**config.mk**
```make
export PLATFORM = sky130hd
export DESIGN_NAME = sql_token_scanner_top
export DESIGN_NICKNAME = d
export VERILOG_FILES = /design/src/hw/rtl/sts_pkg.sv /design/src/hw/rtl/sts_front.sv /design/src/hw/rtl/sts_queue.sv /design/src/hw/rtl/sts_back.sv /design/src/hw/rtl/sql_token_scanner_top.sv
export SDC_FILE = /design/constraint.sdc
export NUM_CORES = 2
export LEC_CHECK = 0
export BUFFER_PORTS_ARGS = -buffer_cell sky130_fd_sc_hd__buf_2
export CAP_MARGIN = 15
export CORE_MARGIN = 10
export CORE_UTILIZATION = 40
export CTS_CLUSTER_DIAMETER = 100
export DETAILED_ROUTE_END_ITERATION = 8
export GPL_ROUTABILITY_DRIVEN = 0
export PLACE_DENSITY_LB_ADDON = 0.15
export SLEW_MARGIN = 15
export SYNTH_ARGS = -nofsm -noshare
export SYNTH_HDL_FRONTEND = slang
export SYNTH_SLANG_ARGS = --single-unit
```
**constraint.sdc**
```tcl
create_clock -name clock -period 15.9 [get_ports clock]
set_input_delay 1.59 -clock clock [delete_from_list [all_inputs] [get_ports clock]]
set_output_delay 1.59 -clock clock [all_outputs]
set_load 0.03 [all_outputs]
```
**src/hw/rtl/sts_pkg.sv**
```systemverilog
// Shared types, constants and helper functions for the SQL token scanner.
`default_nettype none
package sts_pkg;

   localparam int POSITION_BITS = 16;
   localparam int LENGTH_BITS   = 16;
   localparam int KEYWORD_CHARS = 8;
   localparam int MAX_RESULTS   = 5;
   localparam int KW_COUNT      = 32;
   localparam int QUEUE_DEPTH   = 4;

   localparam int KW_IDX_BITS   = $clog2(KEYWORD_CHARS);
   localparam int RUN_CNT_BITS  = $clog2(MAX_RESULTS + 1);
   localparam int Q_PTR_BITS    = $clog2(QUEUE_DEPTH);
   localparam int Q_CNT_BITS    = $clog2(QUEUE_DEPTH + 1);

   // Token type codes
   localparam logic [5:0] T_IDENT   = 6'd32;
   localparam logic [5:0] T_NUMBER  = 6'd33;
   localparam logic [5:0] T_STRING  = 6'd34;
   localparam logic [5:0] T_EQ      = 6'd35;
   localparam logic [5:0] T_LE      = 6'd36;
   localparam logic [5:0] T_NE      = 6'd37;
   localparam logic [5:0] T_LT      = 6'd38;
   localparam logic [5:0] T_GE      = 6'd39;
   localparam logic [5:0] T_GT      = 6'd40;
   localparam logic [5:0] T_PLUS    = 6'd41;
   localparam logic [5:0] T_MINUS   = 6'd42;
   localparam logic [5:0] T_STAR    = 6'd43;
   localparam logic [5:0] T_SLASH   = 6'd44;
   localparam logic [5:0] T_PCT     = 6'd45;
   localparam logic [5:0] T_LPAREN  = 6'd46;
   localparam logic [5:0] T_RPAREN  = 6'd47;
   localparam logic [5:0] T_COMMA   = 6'd48;
   localparam logic [5:0] T_DOT     = 6'd49;
   localparam logic [5:0] T_SEMI    = 6'd50;
   localparam logic [5:0] T_UNKNOWN = 6'd51;
   localparam logic [5:0] T_END     = 6'd52;

   // Request commands and item kinds
   localparam logic CMD_BYTE = 1'b0;
   localparam logic CMD_END  = 1'b1;
   localparam logic KIND_BYTE   = 1'b0;
   localparam logic KIND_RECORD = 1'b1;

   // Characters
   localparam logic [7:0] CH_LF     = 8'h0a;
   localparam logic [7:0] CH_TAB    = 8'h09;
   localparam logic [7:0] CH_CR     = 8'h0d;
   localparam logic [7:0] CH_SPACE  = 8'h20;
   localparam logic [7:0] CH_MINUS  = "-";
   localparam logic [7:0] CH_SQUOTE = "'";
   localparam logic [7:0] CH_DQUOTE = "\"";
   localparam logic [7:0] CH_LT     = "<";
   localparam logic [7:0] CH_GT     = ">";
   localparam logic [7:0] CH_BANG   = "!";
   localparam logic [7:0] CH_EQ     = "=";
   localparam logic [7:0] CH_DOT    = ".";
   localparam logic [7:0] CH_PLUS   = "+";
   localparam logic [7:0] CH_BSLASH = "\\";
   localparam logic [7:0] CH_LOW_E  = "e";
   localparam logic [7:0] CH_UP_E   = "E";
   localparam logic [7:0] CH_LOW_N  = "n";
   localparam logic [7:0] CH_LOW_T  = "t";
   localparam logic [7:0] CH_LOW_R  = "r";

   typedef enum logic [3:0] {
      M_IDLE, M_MINUS, M_COMMENT, M_LT, M_GT, M_BANG, M_STR, M_ESC,
      M_IDENT, M_INT, M_DOT, M_FRAC, M_EXPS, M_EXP
   } scan_mode_type;

   typedef struct packed {
      logic                     item_kind;
      logic [7:0]               value_byte;
      logic [5:0]               token_type;
      logic [POSITION_BITS-1:0] token_line;
      logic [POSITION_BITS-1:0] token_column;
      logic [LENGTH_BITS-1:0]   token_length;
   } item_type;

   // All results of one request
   typedef struct packed {
      item_type [MAX_RESULTS-1:0] items;
      logic [RUN_CNT_BITS-1:0]    count;
   } run_type;

   // Keywords, right-justified, first character highest
   localparam logic [8*KEYWORD_CHARS-1:0] KW_TEXT [KW_COUNT] = '{
      "SELECT", "INSERT", "UPDATE", "DELETE", "CREATE", "TABLE", "FROM",
      "WHERE", "AND", "OR", "NOT", "JOIN", "INNER", "LEFT", "RIGHT", "ON",
      "GROUP", "BY", "HAVING", "ORDER", "ASC", "DESC", "VALUES", "SET",
      "NULL", "AS", "DISTINCT", "COUNT", "SUM", "AVG", "MIN", "MAX"};
   localparam logic [3:0] KW_LEN [KW_COUNT] = '{
      4'd6, 4'd6, 4'd6, 4'd6, 4'd6, 4'd5, 4'd4, 4'd5, 4'd3, 4'd2, 4'd3,
      4'd4, 4'd5, 4'd4, 4'd5, 4'd2, 4'd5, 4'd2, 4'd6, 4'd5, 4'd3, 4'd4,
      4'd6, 4'd3, 4'd4, 4'd2, 4'd8, 4'd5, 4'd3, 4'd3, 4'd3, 4'd3};

   function automatic logic [POSITION_BITS-1:0] pos_inc(input logic [POSITION_BITS-1:0] v);
      return (&v) ? v : v + 1'b1;
   endfunction

   function automatic logic [LENGTH_BITS-1:0] len_inc(input logic [LENGTH_BITS-1:0] v);
      return (&v) ? v : v + 1'b1;
   endfunction

   function automatic logic [POSITION_BITS-1:0] adv_line(
      input logic [POSITION_BITS-1:0] l, input logic [7:0] b);
      return (b == CH_LF) ? pos_inc(l) : l;
   endfunction

   function automatic logic [POSITION_BITS-1:0] adv_col(
      input logic [POSITION_BITS-1:0] c, input logic [7:0] b);
      return (b == CH_LF) ? POSITION_BITS'(1) : pos_inc(c);
   endfunction

   function automatic logic is_dec_digit(input logic [7:0] b);
      return (b >= "0") && (b <= "9");
   endfunction

   function automatic logic is_word_char(input logic [7:0] b);
      return ((b >= "a") && (b <= "z")) || ((b >= "A") && (b <= "Z")) || (b == "_");
   endfunction

   function automatic logic is_space(input logic [7:0] b);
      return (b == CH_SPACE) || ((b >= CH_TAB) && (b <= CH_CR));
   endfunction

   function automatic logic [7:0] to_upper(input logic [7:0] b);
      return ((b >= "a") && (b <= "z")) ? b - 8'd32 : b;
   endfunction

   // Single-byte operators; bit 6 flags a match
   function automatic logic [6:0] single_op(input logic [7:0] b);
      logic [6:0] r;
      r = '0;
      unique case (b)
         "=":     r = {1'b1, T_EQ};
         "+":     r = {1'b1, T_PLUS};
         "*":     r = {1'b1, T_STAR};
         "/":     r = {1'b1, T_SLASH};
         "%":     r = {1'b1, T_PCT};
         "(":     r = {1'b1, T_LPAREN};
         ")":     r = {1'b1, T_RPAREN};
         ",":     r = {1'b1, T_COMMA};
         ".":     r = {1'b1, T_DOT};
         ";":     r = {1'b1, T_SEMI};
         default: r = '0;
      endcase
      return r;
   endfunction

   function automatic item_type mk_item(
      input logic kind, input logic [7:0] val, input logic [5:0] ttyp,
      input logic [POSITION_BITS-1:0] line, input logic [POSITION_BITS-1:0] col,
      input logic [LENGTH_BITS-1:0] len);
      item_type it;
      it.item_kind    = kind;
      it.value_byte   = val;
      it.token_type   = ttyp;
      it.token_line   = line;
      it.token_column = col;
      it.token_length = len;
      return it;
   endfunction

endpackage
`default_nettype wire

```
**src/hw/rtl/sts_front.sv**
```systemverilog
// Scanner front: accepts requests, runs the lexer state and builds each result run.
`default_nettype none
module sts_front (
   input  wire logic                         clock,
   input  wire logic                         reset,
   input  wire logic                         req_valid,
   input  wire logic                         req_stall,
   input  wire logic                         req_command,
   input  wire logic [7:0]                   req_input_byte,
   output sts_pkg::run_type                  push_run,
   output logic                              push_valid
);
   import sts_pkg::*;

   scan_mode_type            mode_ff, mode_in;
   logic [POSITION_BITS-1:0] cur_line_ff, cur_line_in;
   logic [POSITION_BITS-1:0] cur_col_ff, cur_col_in;
   logic [POSITION_BITS-1:0] st_line_ff, st_line_in;
   logic [POSITION_BITS-1:0] st_col_ff, st_col_in;
   logic [POSITION_BITS-1:0] dot_col_ff, dot_col_in;
   logic [LENGTH_BITS-1:0]   lex_cnt_ff, lex_cnt_in;
   logic                     quote_dbl_ff, quote_dbl_in;
   logic [7:0]               kw_buf_ff [KEYWORD_CHARS];

   logic                     fire;
   logic                     kw_we;
   logic [KW_IDX_BITS-1:0]   kw_idx;
   logic [7:0]               kw_data;
   logic                     do_flush, do_fresh;
   logic [5:0]               ident_type;
   run_type                  run;
   logic [7:0]               b;
   logic [7:0]               quote_ch;
   logic [7:0]               esc_ch;
   logic [6:0]               op;

   assign fire = req_valid && !req_stall;
   assign b    = req_input_byte;

   // Keyword match of the buffered identifier; first hit in table order wins
   always_comb begin
      logic hit;
      ident_type = T_IDENT;
      for (int k = KW_COUNT - 1; k >= 0; k--) begin
         hit = (lex_cnt_ff <= LENGTH_BITS'(KEYWORD_CHARS)) &&
               (lex_cnt_ff == LENGTH_BITS'(KW_LEN[k]));
         for (int i = 0; i < KEYWORD_CHARS; i++) begin
            if (LENGTH_BITS'(i) < lex_cnt_ff &&
                kw_buf_ff[i] != KW_TEXT[k][(int'(KW_LEN[k]) - 1 - i) * 8 +: 8])
               hit = 1'b0;
         end
         if (hit) ident_type = 6'(k);
      end
   end

   // Lexer step: state update and result run for one request
   always_comb begin
      mode_in      = mode_ff;
      cur_line_in  = cur_line_ff;
      cur_col_in   = cur_col_ff;
      st_line_in   = st_line_ff;
      st_col_in    = st_col_ff;
      dot_col_in   = dot_col_ff;
      lex_cnt_in   = lex_cnt_ff;
      quote_dbl_in = quote_dbl_ff;
      kw_we        = 1'b0;
      kw_idx       = lex_cnt_ff[KW_IDX_BITS-1:0];
      kw_data      = to_upper(b);
      run          = '0;
      do_flush     = 1'b0;
      do_fresh     = 1'b0;
      quote_ch     = quote_dbl_ff ? CH_DQUOTE : CH_SQUOTE;
      op           = single_op(b);
      unique case (b)
         CH_LOW_N: esc_ch = CH_LF;
         CH_LOW_T: esc_ch = CH_TAB;
         CH_LOW_R: esc_ch = CH_CR;
         default:  esc_ch = b;
      endcase

      // mode-specific work: continue or complete the pending token, or flag it to be ended
      if (req_command == CMD_END) begin
         do_flush = 1'b1;
      end else begin
         unique case (mode_ff)
            M_COMMENT: begin
               if (b == CH_LF) do_fresh = 1'b1;
               else cur_col_in = adv_col(cur_col_ff, b);
            end
            M_MINUS: begin
               if (b == CH_MINUS) begin
                  cur_line_in = adv_line(cur_line_ff, b);
                  cur_col_in  = adv_col(cur_col_ff, b);
                  mode_in     = M_COMMENT;
               end else begin
                  do_flush = 1'b1; do_fresh = 1'b1;
               end
            end
            M_LT, M_GT, M_BANG: begin
               if (b == CH_EQ || (mode_ff == M_LT && b == CH_GT)) begin
                  cur_line_in = adv_line(cur_line_ff, b);
                  cur_col_in  = adv_col(cur_col_ff, b);
                  run.items[0] = mk_item(KIND_BYTE, (mode_ff == M_LT) ? CH_LT :
                                         (mode_ff == M_GT) ? CH_GT : CH_BANG,
                                         '0, '0, '0, '0);
                  run.items[1] = mk_item(KIND_BYTE, b, '0, '0, '0, '0);
                  run.items[2] = mk_item(KIND_RECORD, '0,
                                         (mode_ff == M_GT) ? T_GE :
                                         (mode_ff == M_BANG || b == CH_GT) ? T_NE : T_LE,
                                         st_line_ff, st_col_ff, LENGTH_BITS'(2));
                  run.count = RUN_CNT_BITS'(3);
                  mode_in   = M_IDLE;
               end else begin
                  do_flush = 1'b1; do_fresh = 1'b1;
               end
            end
            M_STR: begin
               cur_line_in = adv_line(cur_line_ff, b);
               cur_col_in  = adv_col(cur_col_ff, b);
               if (b == quote_ch) begin
                  run.items[0] = mk_item(KIND_RECORD, '0, T_STRING, st_line_ff,
                                         pos_inc(st_col_ff), lex_cnt_ff);
                  run.count = RUN_CNT_BITS'(1);
                  mode_in   = M_IDLE;
               end else if (b == CH_BSLASH) begin
                  mode_in = M_ESC;
               end else begin
                  run.items[0] = mk_item(KIND_BYTE, b, '0, '0, '0, '0);
                  run.count  = RUN_CNT_BITS'(1);
                  lex_cnt_in = len_inc(lex_cnt_ff);
               end
            end
            M_ESC: begin
               cur_line_in  = adv_line(cur_line_ff, b);
               cur_col_in   = adv_col(cur_col_ff, b);
               run.items[0] = mk_item(KIND_BYTE, esc_ch, '0, '0, '0, '0);
               run.count    = RUN_CNT_BITS'(1);
               lex_cnt_in   = len_inc(lex_cnt_ff);
               mode_in      = M_STR;
            end
            M_IDENT: begin
               if (is_word_char(b) || is_dec_digit(b)) begin
                  cur_line_in  = adv_line(cur_line_ff, b);
                  cur_col_in   = adv_col(cur_col_ff, b);
                  kw_we        = lex_cnt_ff < LENGTH_BITS'(KEYWORD_CHARS);
                  run.items[0] = mk_item(KIND_BYTE, b, '0, '0, '0, '0);
                  run.count    = RUN_CNT_BITS'(1);
                  lex_cnt_in   = len_inc(lex_cnt_ff);
               end else begin
                  do_flush = 1'b1; do_fresh = 1'b1;
               end
            end
            M_INT, M_FRAC, M_EXPS, M_EXP: begin
               if ((mode_ff == M_EXPS) ?
                   (is_dec_digit(b) || b == CH_PLUS || b == CH_MINUS)
                   : is_dec_digit(b)) begin
                  cur_line_in  = adv_line(cur_line_ff, b);
                  cur_col_in   = adv_col(cur_col_ff, b);
                  run.items[0] = mk_item(KIND_BYTE, b, '0, '0, '0, '0);
                  run.count    = RUN_CNT_BITS'(1);
                  lex_cnt_in   = len_inc(lex_cnt_ff);
                  if (mode_ff == M_EXPS) mode_in = M_EXP;
               end else if (mode_ff == M_INT && b == CH_DOT) begin
                  dot_col_in = cur_col_ff;
                  cur_col_in = adv_col(cur_col_ff, b);
                  mode_in    = M_DOT;
               end else if ((mode_ff == M_INT || mode_ff == M_FRAC) &&
                            (b == CH_LOW_E || b == CH_UP_E)) begin
                  cur_col_in   = adv_col(cur_col_ff, b);
                  run.items[0] = mk_item(KIND_BYTE, b, '0, '0, '0, '0);
                  run.count    = RUN_CNT_BITS'(1);
                  lex_cnt_in   = len_inc(lex_cnt_ff);
                  mode_in      = M_EXPS;
               end else begin
                  do_flush = 1'b1; do_fresh = 1'b1;
               end
            end
            M_DOT: begin
               if (is_dec_digit(b)) begin
                  cur_col_in   = adv_col(cur_col_ff, b);
                  run.items[0] = mk_item(KIND_BYTE, CH_DOT, '0, '0, '0, '0);
                  run.items[1] = mk_item(KIND_BYTE, b, '0, '0, '0, '0);
                  run.count    = RUN_CNT_BITS'(2);
                  lex_cnt_in   = len_inc(len_inc(lex_cnt_ff));
                  mode_in      = M_FRAC;
               end else begin
                  do_flush = 1'b1; do_fresh = 1'b1;
               end
            end
            default: do_fresh = 1'b1;
         endcase
      end

      // end the pending token
      if (do_flush) begin
         unique case (mode_ff)
            M_MINUS, M_LT, M_GT, M_BANG: begin
               run.items[run.count] = mk_item(KIND_BYTE,
                  (mode_ff == M_MINUS) ? CH_MINUS : (mode_ff == M_LT) ? CH_LT :
                  (mode_ff == M_GT) ? CH_GT : CH_BANG, '0, '0, '0, '0);
               run.count = run.count + 1'b1;
               run.items[run.count] = mk_item(KIND_RECORD, '0,
                  (mode_ff == M_MINUS) ? T_MINUS : (mode_ff == M_LT) ? T_LT :
                  (mode_ff == M_GT) ? T_GT : T_UNKNOWN, st_line_ff,
                  (mode_ff == M_BANG) ? pos_inc(st_col_ff) : st_col_ff,
                  LENGTH_BITS'(1));
               run.count = run.count + 1'b1;
            end
            M_STR, M_ESC, M_IDENT, M_INT, M_FRAC, M_EXPS, M_EXP, M_DOT: begin
               run.items[run.count] = mk_item(KIND_RECORD, '0,
                  (mode_ff == M_STR || mode_ff == M_ESC) ? T_STRING :
                  (mode_ff == M_IDENT) ? ident_type : T_NUMBER,
                  st_line_ff, pos_inc(st_col_ff), lex_cnt_ff);
               run.count = run.count + 1'b1;
               if (mode_ff == M_DOT) begin
                  run.items[run.count] = mk_item(KIND_BYTE, CH_DOT, '0, '0, '0, '0);
                  run.count = run.count + 1'b1;
                  run.items[run.count] = mk_item(KIND_RECORD, '0, T_DOT, st_line_ff,
                                                 dot_col_ff, LENGTH_BITS'(1));
                  run.count = run.count + 1'b1;
               end
            end
            default: ;
         endcase
         mode_in = M_IDLE;
      end

      // scan the byte afresh
      if (do_fresh) begin
         mode_in = M_IDLE;
         if (is_space(b)) begin
            cur_line_in = adv_line(cur_line_ff, b);
            cur_col_in  = adv_col(cur_col_ff, b);
         end else begin
            st_line_in  = cur_line_ff;
            st_col_in   = cur_col_ff;
            lex_cnt_in  = '0;
            cur_col_in  = pos_inc(cur_col_ff);
            if (b == CH_MINUS) begin
               mode_in = M_MINUS;
            end else if (b == CH_SQUOTE || b == CH_DQUOTE) begin
               quote_dbl_in = (b == CH_DQUOTE);
               mode_in      = M_STR;
            end else if (b == CH_LT) begin
               mode_in = M_LT;
            end else if (b == CH_GT) begin
               mode_in = M_GT;
            end else if (b == CH_BANG) begin
               mode_in = M_BANG;
            end else if (is_dec_digit(b) || is_word_char(b)) begin
               cur_col_in = pos_inc(pos_inc(cur_col_ff));
               run.items[run.count] = mk_item(KIND_BYTE, b, '0, '0, '0, '0);
               run.count  = run.count + 1'b1;
               lex_cnt_in = LENGTH_BITS'(1);
               if (is_dec_digit(b)) begin
                  mode_in = M_INT;
               end else begin
                  kw_we   = 1'b1;
                  kw_idx  = '0;
                  mode_in = M_IDENT;
               end
            end else begin
               run.items[run.count] = mk_item(KIND_BYTE, b, '0, '0, '0, '0);
               run.count = run.count + 1'b1;
               run.items[run.count] = mk_item(KIND_RECORD, '0,
                  op[6] ? op[5:0] : T_UNKNOWN, cur_line_ff,
                  op[6] ? cur_col_ff : pos_inc(cur_col_ff), LENGTH_BITS'(1));
               run.count = run.count + 1'b1;
            end
         end
      end

      // end of input: end record, then back to reset state
      if (req_command == CMD_END) begin
         run.items[run.count] = mk_item(KIND_RECORD, '0, T_END, cur_line_ff,
                                        cur_col_ff, '0);
         run.count    = run.count + 1'b1;
         mode_in      = M_IDLE;
         cur_line_in  = POSITION_BITS'(1);
         cur_col_in   = POSITION_BITS'(1);
         st_line_in   = POSITION_BITS'(1);
         st_col_in    = POSITION_BITS'(1);
         dot_col_in   = '0;
         lex_cnt_in   = '0;
         quote_dbl_in = 1'b0;
      end
   end

   assign push_run   = run;
   assign push_valid = fire && (run.count != '0);

   // Lexer state
   always_ff @(posedge clock) begin
      if (reset) begin
         mode_ff      <= M_IDLE;
         cur_line_ff  <= POSITION_BITS'(1);
         cur_col_ff   <= POSITION_BITS'(1);
         st_line_ff   <= POSITION_BITS'(1);
         st_col_ff    <= POSITION_BITS'(1);
         dot_col_ff   <= '0;
         lex_cnt_ff   <= '0;
         quote_dbl_ff <= 1'b0;
      end else if (fire) begin
         mode_ff      <= mode_in;
         cur_line_ff  <= cur_line_in;
         cur_col_ff   <= cur_col_in;
         st_line_ff   <= st_line_in;
         st_col_ff    <= st_col_in;
         dot_col_ff   <= dot_col_in;
         lex_cnt_ff   <= lex_cnt_in;
         quote_dbl_ff <= quote_dbl_in;
      end
   end

   // Keyword buffer, upper-cased identifier prefix
   always_ff @(posedge clock) begin
      if (fire && kw_we && req_command == CMD_BYTE) begin
         kw_buf_ff[kw_idx] <= kw_data;
      end
   end

endmodule
`default_nettype wire

```
**src/hw/rtl/sts_queue.sv**
```systemverilog
// Short queue of result runs between the scanner front and the output back end.
`default_nettype none
module sts_queue (
   input  wire logic             clock,
   input  wire logic             reset,
   input  wire logic             push_valid,
   input  wire sts_pkg::run_type push_run,
   input  wire logic             pop,
   output sts_pkg::run_type      head_run,
   output logic                  head_valid,
   output logic                  full
);
   import sts_pkg::*;

   run_type                 slot_ff [QUEUE_DEPTH];
   logic [Q_PTR_BITS-1:0]   wr_ptr_ff, rd_ptr_ff;
   logic [Q_CNT_BITS-1:0]   cnt_ff;

   assign head_run   = slot_ff[rd_ptr_ff];
   assign head_valid = (cnt_ff != '0);
   assign full       = (cnt_ff == Q_CNT_BITS'(QUEUE_DEPTH));

   // Storage
   always_ff @(posedge clock) begin
      if (push_valid) slot_ff[wr_ptr_ff] <= push_run;
   end

   // Pointers and fill count
   always_ff @(posedge clock) begin
      if (reset) begin
         wr_ptr_ff <= '0;
         rd_ptr_ff <= '0;
         cnt_ff    <= '0;
      end else begin
         if (push_valid) wr_ptr_ff <= wr_ptr_ff + 1'b1;
         if (pop)        rd_ptr_ff <= rd_ptr_ff + 1'b1;
         if (push_valid && !pop)      cnt_ff <= cnt_ff + 1'b1;
         else if (pop && !push_valid) cnt_ff <= cnt_ff - 1'b1;
      end
   end

endmodule
`default_nettype wire

```
**src/hw/rtl/sts_back.sv**
```systemverilog
// Output back end: walks each queued run and drives the response register.
`default_nettype none
module sts_back (
   input  wire logic                              clock,
   input  wire logic                              reset,
   input  wire sts_pkg::run_type                  head_run,
   input  wire logic                              head_valid,
   output logic                                   pop,
   output logic                                   rsp_valid,
   input  wire logic                              rsp_stall,
   output logic                                   rsp_item_kind,
   output logic [7:0]                             rsp_value_byte,
   output logic [5:0]                             rsp_token_type,
   output logic [sts_pkg::POSITION_BITS-1:0]      rsp_token_line,
   output logic [sts_pkg::POSITION_BITS-1:0]      rsp_token_column,
   output logic [sts_pkg::LENGTH_BITS-1:0]        rsp_token_length,
   output logic                                   rsp_last_of_run
);
   import sts_pkg::*;

   logic [RUN_CNT_BITS-1:0] idx_ff;
   logic                    valid_ff;
   item_type                item_ff;
   logic                    last_ff;
   logic                    load;
   logic                    is_last;

   assign load    = head_valid && (!valid_ff || !rsp_stall);
   assign is_last = (idx_ff == head_run.count - 1'b1);
   assign pop     = load && is_last;

   // Item index within the head run
   always_ff @(posedge clock) begin
      if (reset) begin
         idx_ff <= '0;
      end else if (load) begin
         idx_ff <= is_last ? '0 : idx_ff + 1'b1;
      end
   end

   // Response register
   always_ff @(posedge clock) begin
      if (reset) begin
         valid_ff <= 1'b0;
      end else if (load) begin
         valid_ff <= 1'b1;
      end else if (!rsp_stall) begin
         valid_ff <= 1'b0;
      end
   end

   always_ff @(posedge clock) begin
      if (load) begin
         item_ff <= head_run.items[idx_ff];
         last_ff <= is_last;
      end
   end

   assign rsp_valid        = valid_ff;
   assign rsp_item_kind    = item_ff.item_kind;
   assign rsp_value_byte   = item_ff.value_byte;
   assign rsp_token_type   = item_ff.token_type;
   assign rsp_token_line   = item_ff.token_line;
   assign rsp_token_column = item_ff.token_column;
   assign rsp_token_length = item_ff.token_length;
   assign rsp_last_of_run  = last_ff;

endmodule
`default_nettype wire

```
**src/hw/rtl/sql_token_scanner_top.sv**
```systemverilog
// Top level of the streaming SQL token scanner.
//
//  channel | direction | handshake          | payload
//  req     | in        | req_valid/req_stall | command, input_byte
//  rsp     | out       | rsp_valid/rsp_stall | kind, byte, type, line, column, length, last
//
// One request is taken per cycle while req_stall is low; its whole run of up to five
// results is built in that cycle and written to a four-entry run queue. Results leave
// one per cycle from the output register while rsp_stall is low.
// req_stall rises only while the run queue is full. Reset is synchronous and
// returns the scanner to line 1, column 1, between tokens.
`default_nettype none
module sql_token_scanner_top (
   input  wire logic                              clock,
   input  wire logic                              reset,
   input  wire logic                              req_valid,
   output logic                                   req_stall,
   input  wire logic                              req_command,
   input  wire logic [7:0]                        req_input_byte,
   output logic                                   rsp_valid,
   input  wire logic                              rsp_stall,
   output logic                                   rsp_item_kind,
   output logic [7:0]                             rsp_value_byte,
   output logic [5:0]                             rsp_token_type,
   output logic [sts_pkg::POSITION_BITS-1:0]      rsp_token_line,
   output logic [sts_pkg::POSITION_BITS-1:0]      rsp_token_column,
   output logic [sts_pkg::LENGTH_BITS-1:0]        rsp_token_length,
   output logic                                   rsp_last_of_run
);
   import sts_pkg::*;

   run_type push_run, head_run;
   logic    push_valid, head_valid, pop, full;

   assign req_stall = full;

   sts_front u_front (
      .clock          (clock),
      .reset          (reset),
      .req_valid      (req_valid),
      .req_stall      (full),
      .req_command    (req_command),
      .req_input_byte (req_input_byte),
      .push_run       (push_run),
      .push_valid     (push_valid)
   );

   sts_queue u_queue (
      .clock      (clock),
      .reset      (reset),
      .push_valid (push_valid),
      .push_run   (push_run),
      .pop        (pop),
      .head_run   (head_run),
      .head_valid (head_valid),
      .full       (full)
   );

   sts_back u_back (
      .clock            (clock),
      .reset            (reset),
      .head_run         (head_run),
      .head_valid       (head_valid),
      .pop              (pop),
      .rsp_valid        (rsp_valid),
      .rsp_stall        (rsp_stall),
      .rsp_item_kind    (rsp_item_kind),
      .rsp_value_byte   (rsp_value_byte),
      .rsp_token_type   (rsp_token_type),
      .rsp_token_line   (rsp_token_line),
      .rsp_token_column (rsp_token_column),
      .rsp_token_length (rsp_token_length),
      .rsp_last_of_run  (rsp_last_of_run)
   );

endmodule
`default_nettype wire

```
# Word level (Yosys, flattened, before mapping)
# Memory sizes are Yosys's and may differ from the RTL's. A register that Yosys moved wholly into a read port is not among the register bits.
# Index checks and enable logic that the tools add are counted.
[op_classes] n_eq_ne=141 mux=477 mul=0 add_sub_neg=19 reduce_logical=148 bitwise=4 n_shift=0 div_mod_pow=0 order_cmp=31
[op_table] operator="$mux 318" n=11
[op_table] operator="$bwmux 315" n=7
[op_table] operator="$demux 63 s3" n=6
[op_table] operator="$mux 16" n=59
[op_table] operator="$pmux 318 s2" n=1
[op_table] operator="$ne 8x7->1 const B" n=72
[op_table] operator="$mux 63" n=8
[op_table] operator="$pmux 66 s6" n=1
[op_table] operator="$mux 192" n=2
[op_table] operator="$and 295x295->295" n=1
[op_table] operator="$not 295->295" n=1
[op_table] operator="$mux 1" n=288
[op_table] operator="$mux 6" n=38
[op_table] operator="$mux 66" n=3
[op_table] operator="$mux 65" n=3
[op_table] operator="$bmux 63 s3" n=1
[op_table] operator="$pmux 16 s5" n=2
[op_table] operator="$eq 8x6->1 const B" n=17
[op_table] operator="$mux 128" n=1
[op_table] operator="$pmux 63 s2" n=1
[op_table] operator="$pmux 16 s7" n=1
[op_table] operator="$logic_and 1x1->1" n=105
[op_table] operator="$add 16x1->16 const B" n=6
[op_table] operator="$reduce_and 16->1" n=6
[op_table] operator="other kinds (63)" n=179
[word_totals] rom_bits=0 ram_bits=1336 memories=2 wordCells=842 inputBits=13 out_inout_bits=66 regBits=176 latch_bits=0
[memory_table] name="u_queue.slot_ff" depth=4 width=318 rd=1 rd_ports_with_merged_regs=1 write_ports=1 line_no="sts_queue.sv:15" text="run_type slot_ff [QUEUE_DEPTH];"
[memory_table] name="u_front.kw_buf_ff" depth=8 width=8 rd=8 rd_ports_with_merged_regs=0 write_ports=1 line_no="sts_front.sv:23" text="logic [7:0] kw_buf_ff [KEYWORD_CHARS];"

# Depth between registers and ports, before layout
# An unclocked memory read counts as a cell.
[logic_depth] ltp_word=77 depth_mapped=29

# Modules after synthesis
# A second synthesis with hierarchy kept.
[unflattened] hier_cells=5110 hier_area_um2=71858.9
[modules_own_cells] mod="sts_queue" area_per_inst_um2=46213.1 cells_per_inst=1705 n_inst=1 seq_area_each_um2=38376.8
[modules_own_cells] mod="sts_front" area_per_inst_um2=21032.7 cells_per_inst=3033 n_inst=1 seq_area_each_um2=3943.8
[modules_own_cells] mod="sts_back" area_per_inst_um2=4613.2 cells_per_inst=372 n_inst=1 seq_area_each_um2=2001.9

# Worst setup path after synthesis
# Ideal clock, no wire load.
[synth_path] path_kind="input to register" from="input req_input_byte[6]" to="memory u_queue.slot_ff[0][0] (netlist bit), enable pin" stages=23 setup_slack_ps=1916 n_path_buf=3 t_arrival_ps=13282 path_cell_list="buf_2 inv_1 ha_1 nor3b_1 a32o_1 a32o_1 or2_2 o31ai_4 ha_1 o31ai_1 o21a_1 inv_2 ha_1 clkbuf_1 a311o_1 o211a_2 buf_6 ha_1 a22oi_1 xnor2_1 o41ai_2 nor2_1 and2_1"
[synth_rtl] element="start, declared" line_no="sql_token_scanner_top.sv:19" text="input wire logic [7:0] req_input_byte,"
[synth_rtl] element="end, declared" line_no="sts_queue.sv:15"

==> results.txt <==
In this run the post-CTS setup repair buffer count came out at 0. The detailed-router iteration count before antenna repair is 9. The slew of the pin with the lowest slew margin is 1.37 ns. The wire length after detailed routing is 219,000 microns.

The number of instances in the synthesized netlist came out at 4,883. The checks that failed: DRC. The largest vdd supply drop came out at 120 uV. The post-synthesis sequential element count came out at 1,450. The port buffer count came out at 78. The utilization of the core after routing is 45.0%.

The post-cts hold buffer count is 0. The worst-path cell with the longest stage delay is buf_4. The fraction of the yosys area taken by sequential cells is 62.2%. The highest fanout seen on the critical path is 60. The design internal power is 7.63 mW. The detailed placement HPWL is 141,000 microns. The average size of a mapped cell came out at 14.0 sq um. Summing the areas of all compound-gate instances in the mapped netlist gives 11.4% of the synthesized area.

The signed area change from the synthesized netlist to the final layout came out at 11.8%. After global routing the overflow that remains totals 0. For the worst setup path, the data arrival time is 10.34 ns.

Yosys mapped the design onto 129 distinct sky130hd cell types. CTS placed an instance of clkbuf_16 at the clock tree root. The clock sink count is 1,450. The worst setup path is captured at a register.

The maximum clock frequency came out at 101 MHz. Summed over its instances, the top area cell type makes up 58.8% of the synthesized netlist area. For this block, the via count after detailed routing is 46,100. Sorting the synthesized cells by how often they occur yields edfxtp_1 (1,336), nor2_1 (404), mux4_2 (319). The share of async-settable or async-resettable flops after synthesis came out at 0%. Counting stages on the worst path, the most repeated cell is ha_1.

The leakage component of the power is 24.2 nW. The worst setup path is of the in2reg kind. The share of total power dissipated in the clock network is 33.6%. The non-filler instance count after layout is 7,230. In the routed design, unresolved DRC markers number 15. The maximum clock skew at final layout came out at 0.0617 ns. The multiplexer fraction of the synthesized cell area came out at 12.4%. The power per unit of standard cell area is 143 nW/um^2. The number of placed I/O pins is 79. The post-cts repair resize count came out at 0. The final net count came out at 4,917. The clock insertion delay at the later pin of the skew report is 0.83 ns.

The die width is 433 microns. The total number of yosys warnings came out at 0. The part of the power in registers came out at 43.8%. The run finished, with violations left. The starting density of the core came out at 40.2%. The initial antenna violation count came out at 14. Summed over all nets, the switching power comes to 3.31 mW. The number of endpoints failing setup at the final stage came out at 0. The height of the die came out at 433 microns. The time the worst path needs with I/O delays and setup came out at 9.90 ns.

The signal on the critical path passes through buf_2, inv_1, ha_1, nor3b_1, a32o_1, nand2_1, nor2_1, o21ai_1, ha_1, o31ai_1, o21a_1, inv_2, ha_1, a311o_1, o211a_2, ha_1, a22oi_1, xnor2_1, o41ai_2, nor2_1, and2_4, buf_4, buf_4. Counting tap cells, the placed design contains a total of 6,934 instances. The fraction of layout instances using a drive strength above 1 came out at 17.5%. The detail route stage leaves a number of antenna-violating nets equal to 0. The total of max-cap violations is 0. The area of the mapped netlist is 68,200 sq um. Among all flip-flop cells after synthesis, the most frequent one is edfxtp_1. Counting every net in the synthesized netlist gives 4,926. In this design, the stage delay of the slowest critical-path cell is 0.86 ns. The total global-route track usage came out at 22.9%.

The final clock period utilization by the worst path came out at 62.3%. The combinational share of power came out at 22.6%. Setup repair after global routing left no endpoint under its margin. Summing the areas of all and, or, nand and nor instances in the mapped netlist gives 10.2% of the synthesized area. Entering global routing, the biggest net connects 138 pins.

By area, the combinational part of the netlist is dominated by multiplexers. The floorplan has 151 rows. The max-slew headroom at the worst pin came out at 7.61%. The worst hold path class is reg2reg. The hold violation total from the final report is 0. The global-route wire length before repair is 318,000 microns. The number of buffers between clock root and the deepest sink came out at 3.

Clock-pin slew was measured on the worst setup and hold paths at 0.06 ns. The average via count per standard cell came out at 6.38. The first routing iteration left 6,303 violations. The clock tree from TritonCTS is yes. The number of global-route vias before repair came out at 44,600. The H-tree generated during clock tree synthesis spans 4 levels. Clock tree synthesis inserted a total of 156 buffers. Of all cell types, the one taking the most synthesized area is edfxtp_1. The area enclosed by the die boundary came out at 187,000 sq um.

The number of max-slew violations in the final report is 0. The sum of negative setup slack came out at 0 ns. In this run the standard cell core region covers 169,000 sq um. The adder-cell area share of the yosys netlist came out at 0.561%. The detailed-route wire length per cell is 30.4 microns. The critical path data required time is 16.34 ns.

The xor/xnor cell area share of the yosys netlist is 0.868%. Yosys instantiated no cell more often than edfxtp_1. The worst setup path is launched from a primary input. Sorting the synthesized cells by area gives the leading types as edfxtp_1 (59%), mux4_2 (11%), dfxtp_1 (3.3%). The switching share of total power came out at 30.2%. The number of enable flip-flop cells after synthesis is 1,336.
-- power groups by stage --
| stage | Clock [mW] | Combinational, mW | Sequential, mW |
|---|---|---|---|
| final | 3.68 | 2.47 | 4.79 |
| after global routing | 3.91 | 2.63 | 4.82 |
| after CTS | 3.76 | 2.51 | 4.79 |
| after detailed placement | 0 | 2.50 | 4.87 |
| after global placement | 0 | 2.51 | 4.86 |
| after floorplan | 0 | 1.49 | 5.08 |
-- stage by stage --
stage	worst slack (ns)	area (sq um)	hold WS (ns)	total power, mW
after detailed placement	5.38	71000	0.508	7.37
after CTS	6.23	76300	0.519	11.1
after floorplan	1.92	68200	0.466	6.56
after global placement	5.53	71000	0.498	7.37
final	6.00	76300	0.519	10.9
after global routing	5.40	76300	0.550	11.4
-- cell families (layout without fill, tap and decap cells) --
| logic type | count (synthesis) | count (layout) |
|---|---|---|
| AND/OR/NAND/NOR | 1347 | 1347 |
| other | 0 | 4 |
| XOR/XNOR | 65 | 65 |
| flip-flops | 1450 | 1450 |
| multiplexers | 443 | 443 |
| AO/OA/AOI/OAI | 1136 | 1136 |
| adder cells (fa/ha/maj) | 30 | 30 |
| buffers and inverters | 412 | 537 |
-- path summary, 6_finish.rpt --
| kind | startpoint | to | slack [ns] | depth (start not counted) |
|---|---|---|---|---|
| min reg2reg | u_queue.rd_ptr_ff[1] | u_queue.rd_ptr_ff[1] | 0.52 | 2 |
| max | req_input_byte[6] | u_queue.slot_ff[2][106] | 6.00 | 23 |
| max reg2reg | u_front.mode_ff[3] | u_queue.slot_ff[2][106] | 6.50 | 19 |
| min | u_queue.rd_ptr_ff[1] | u_queue.rd_ptr_ff[1] | 0.52 | 2 |
-- sequential cells by signal, indices dropped and copies added, names as in the netlist, 6 cells and up, named ones only --
name                     cells
u_front.cur_line_ff         16
u_back.rsp_value_byte        8
u_front.st_line_ff          16
u_back.rsp_token_column     16
u_back.rsp_token_line       16
u_queue.slot_ff           1208
u_back.rsp_token_length     16
u_front.cur_col_ff          16
u_back.rsp_token_type        6
u_front.dot_col_ff          16
u_front.kw_buf_ff           64
u_front.lex_cnt_ff          16
u_front.st_col_ff           16
-- final cells by class --
cell class | count | area (sq um)
multi-input cells | 3021 | 24300
flip-flops and latches | 1450 | 42400
well taps | 2218 | 2780
clock inverters | 87 | 1050
fillers | 14900 | 93200
repair buffers | 199 | 1380
diodes | 4 | 10.0
inverters | 46 | 173
clock buffers | 205 | 4190
-- worst max-delay path: cells and delay by family --
| kind | cells | cell delay (ns) |
|---|---|---|
| AO/OA/AOI/OAI | 8 | 2.45 |
| AND/OR/NAND/NOR | 5 | 2.11 |
| adder cells (fa/ha/maj) | 4 | 1.40 |
| buffers and inverters | 5 | 2.15 |
| XOR/XNOR | 1 | 0.52 |
-- layer usage --
layer	track usage, %	vias up	wire [microns]
met1	32.3	23500	92800
met5	0.128	-	113
met2	34.0	2471	96400
li1	-	19500	-
met3	5.19	600	20000
met4	9.35	10	10200
-- layout by cell type, fill, tap and decap left out, types with 38 or more instances in the layout --
cell type  count
a22oi_1       93
mux2i_1      121
mux4_2       319
clkbuf_1      40
o22ai_1      112
nor2b_1       41
a31oi_1       41
nand4_1       46
dfxtp_1      109
buf_4        116
nand3_1      101
nor3_1        80
edfxtp_1    1336
buf_2         77
a21oi_1      257
clkbuf_16    157
a22o_1        78
nor2_1       402
nand2_1      284
and2_1        75
inv_1         38
nor4_1        42
o21ai_0      217
Note: power is estimated with default switching activity, not from simulation.
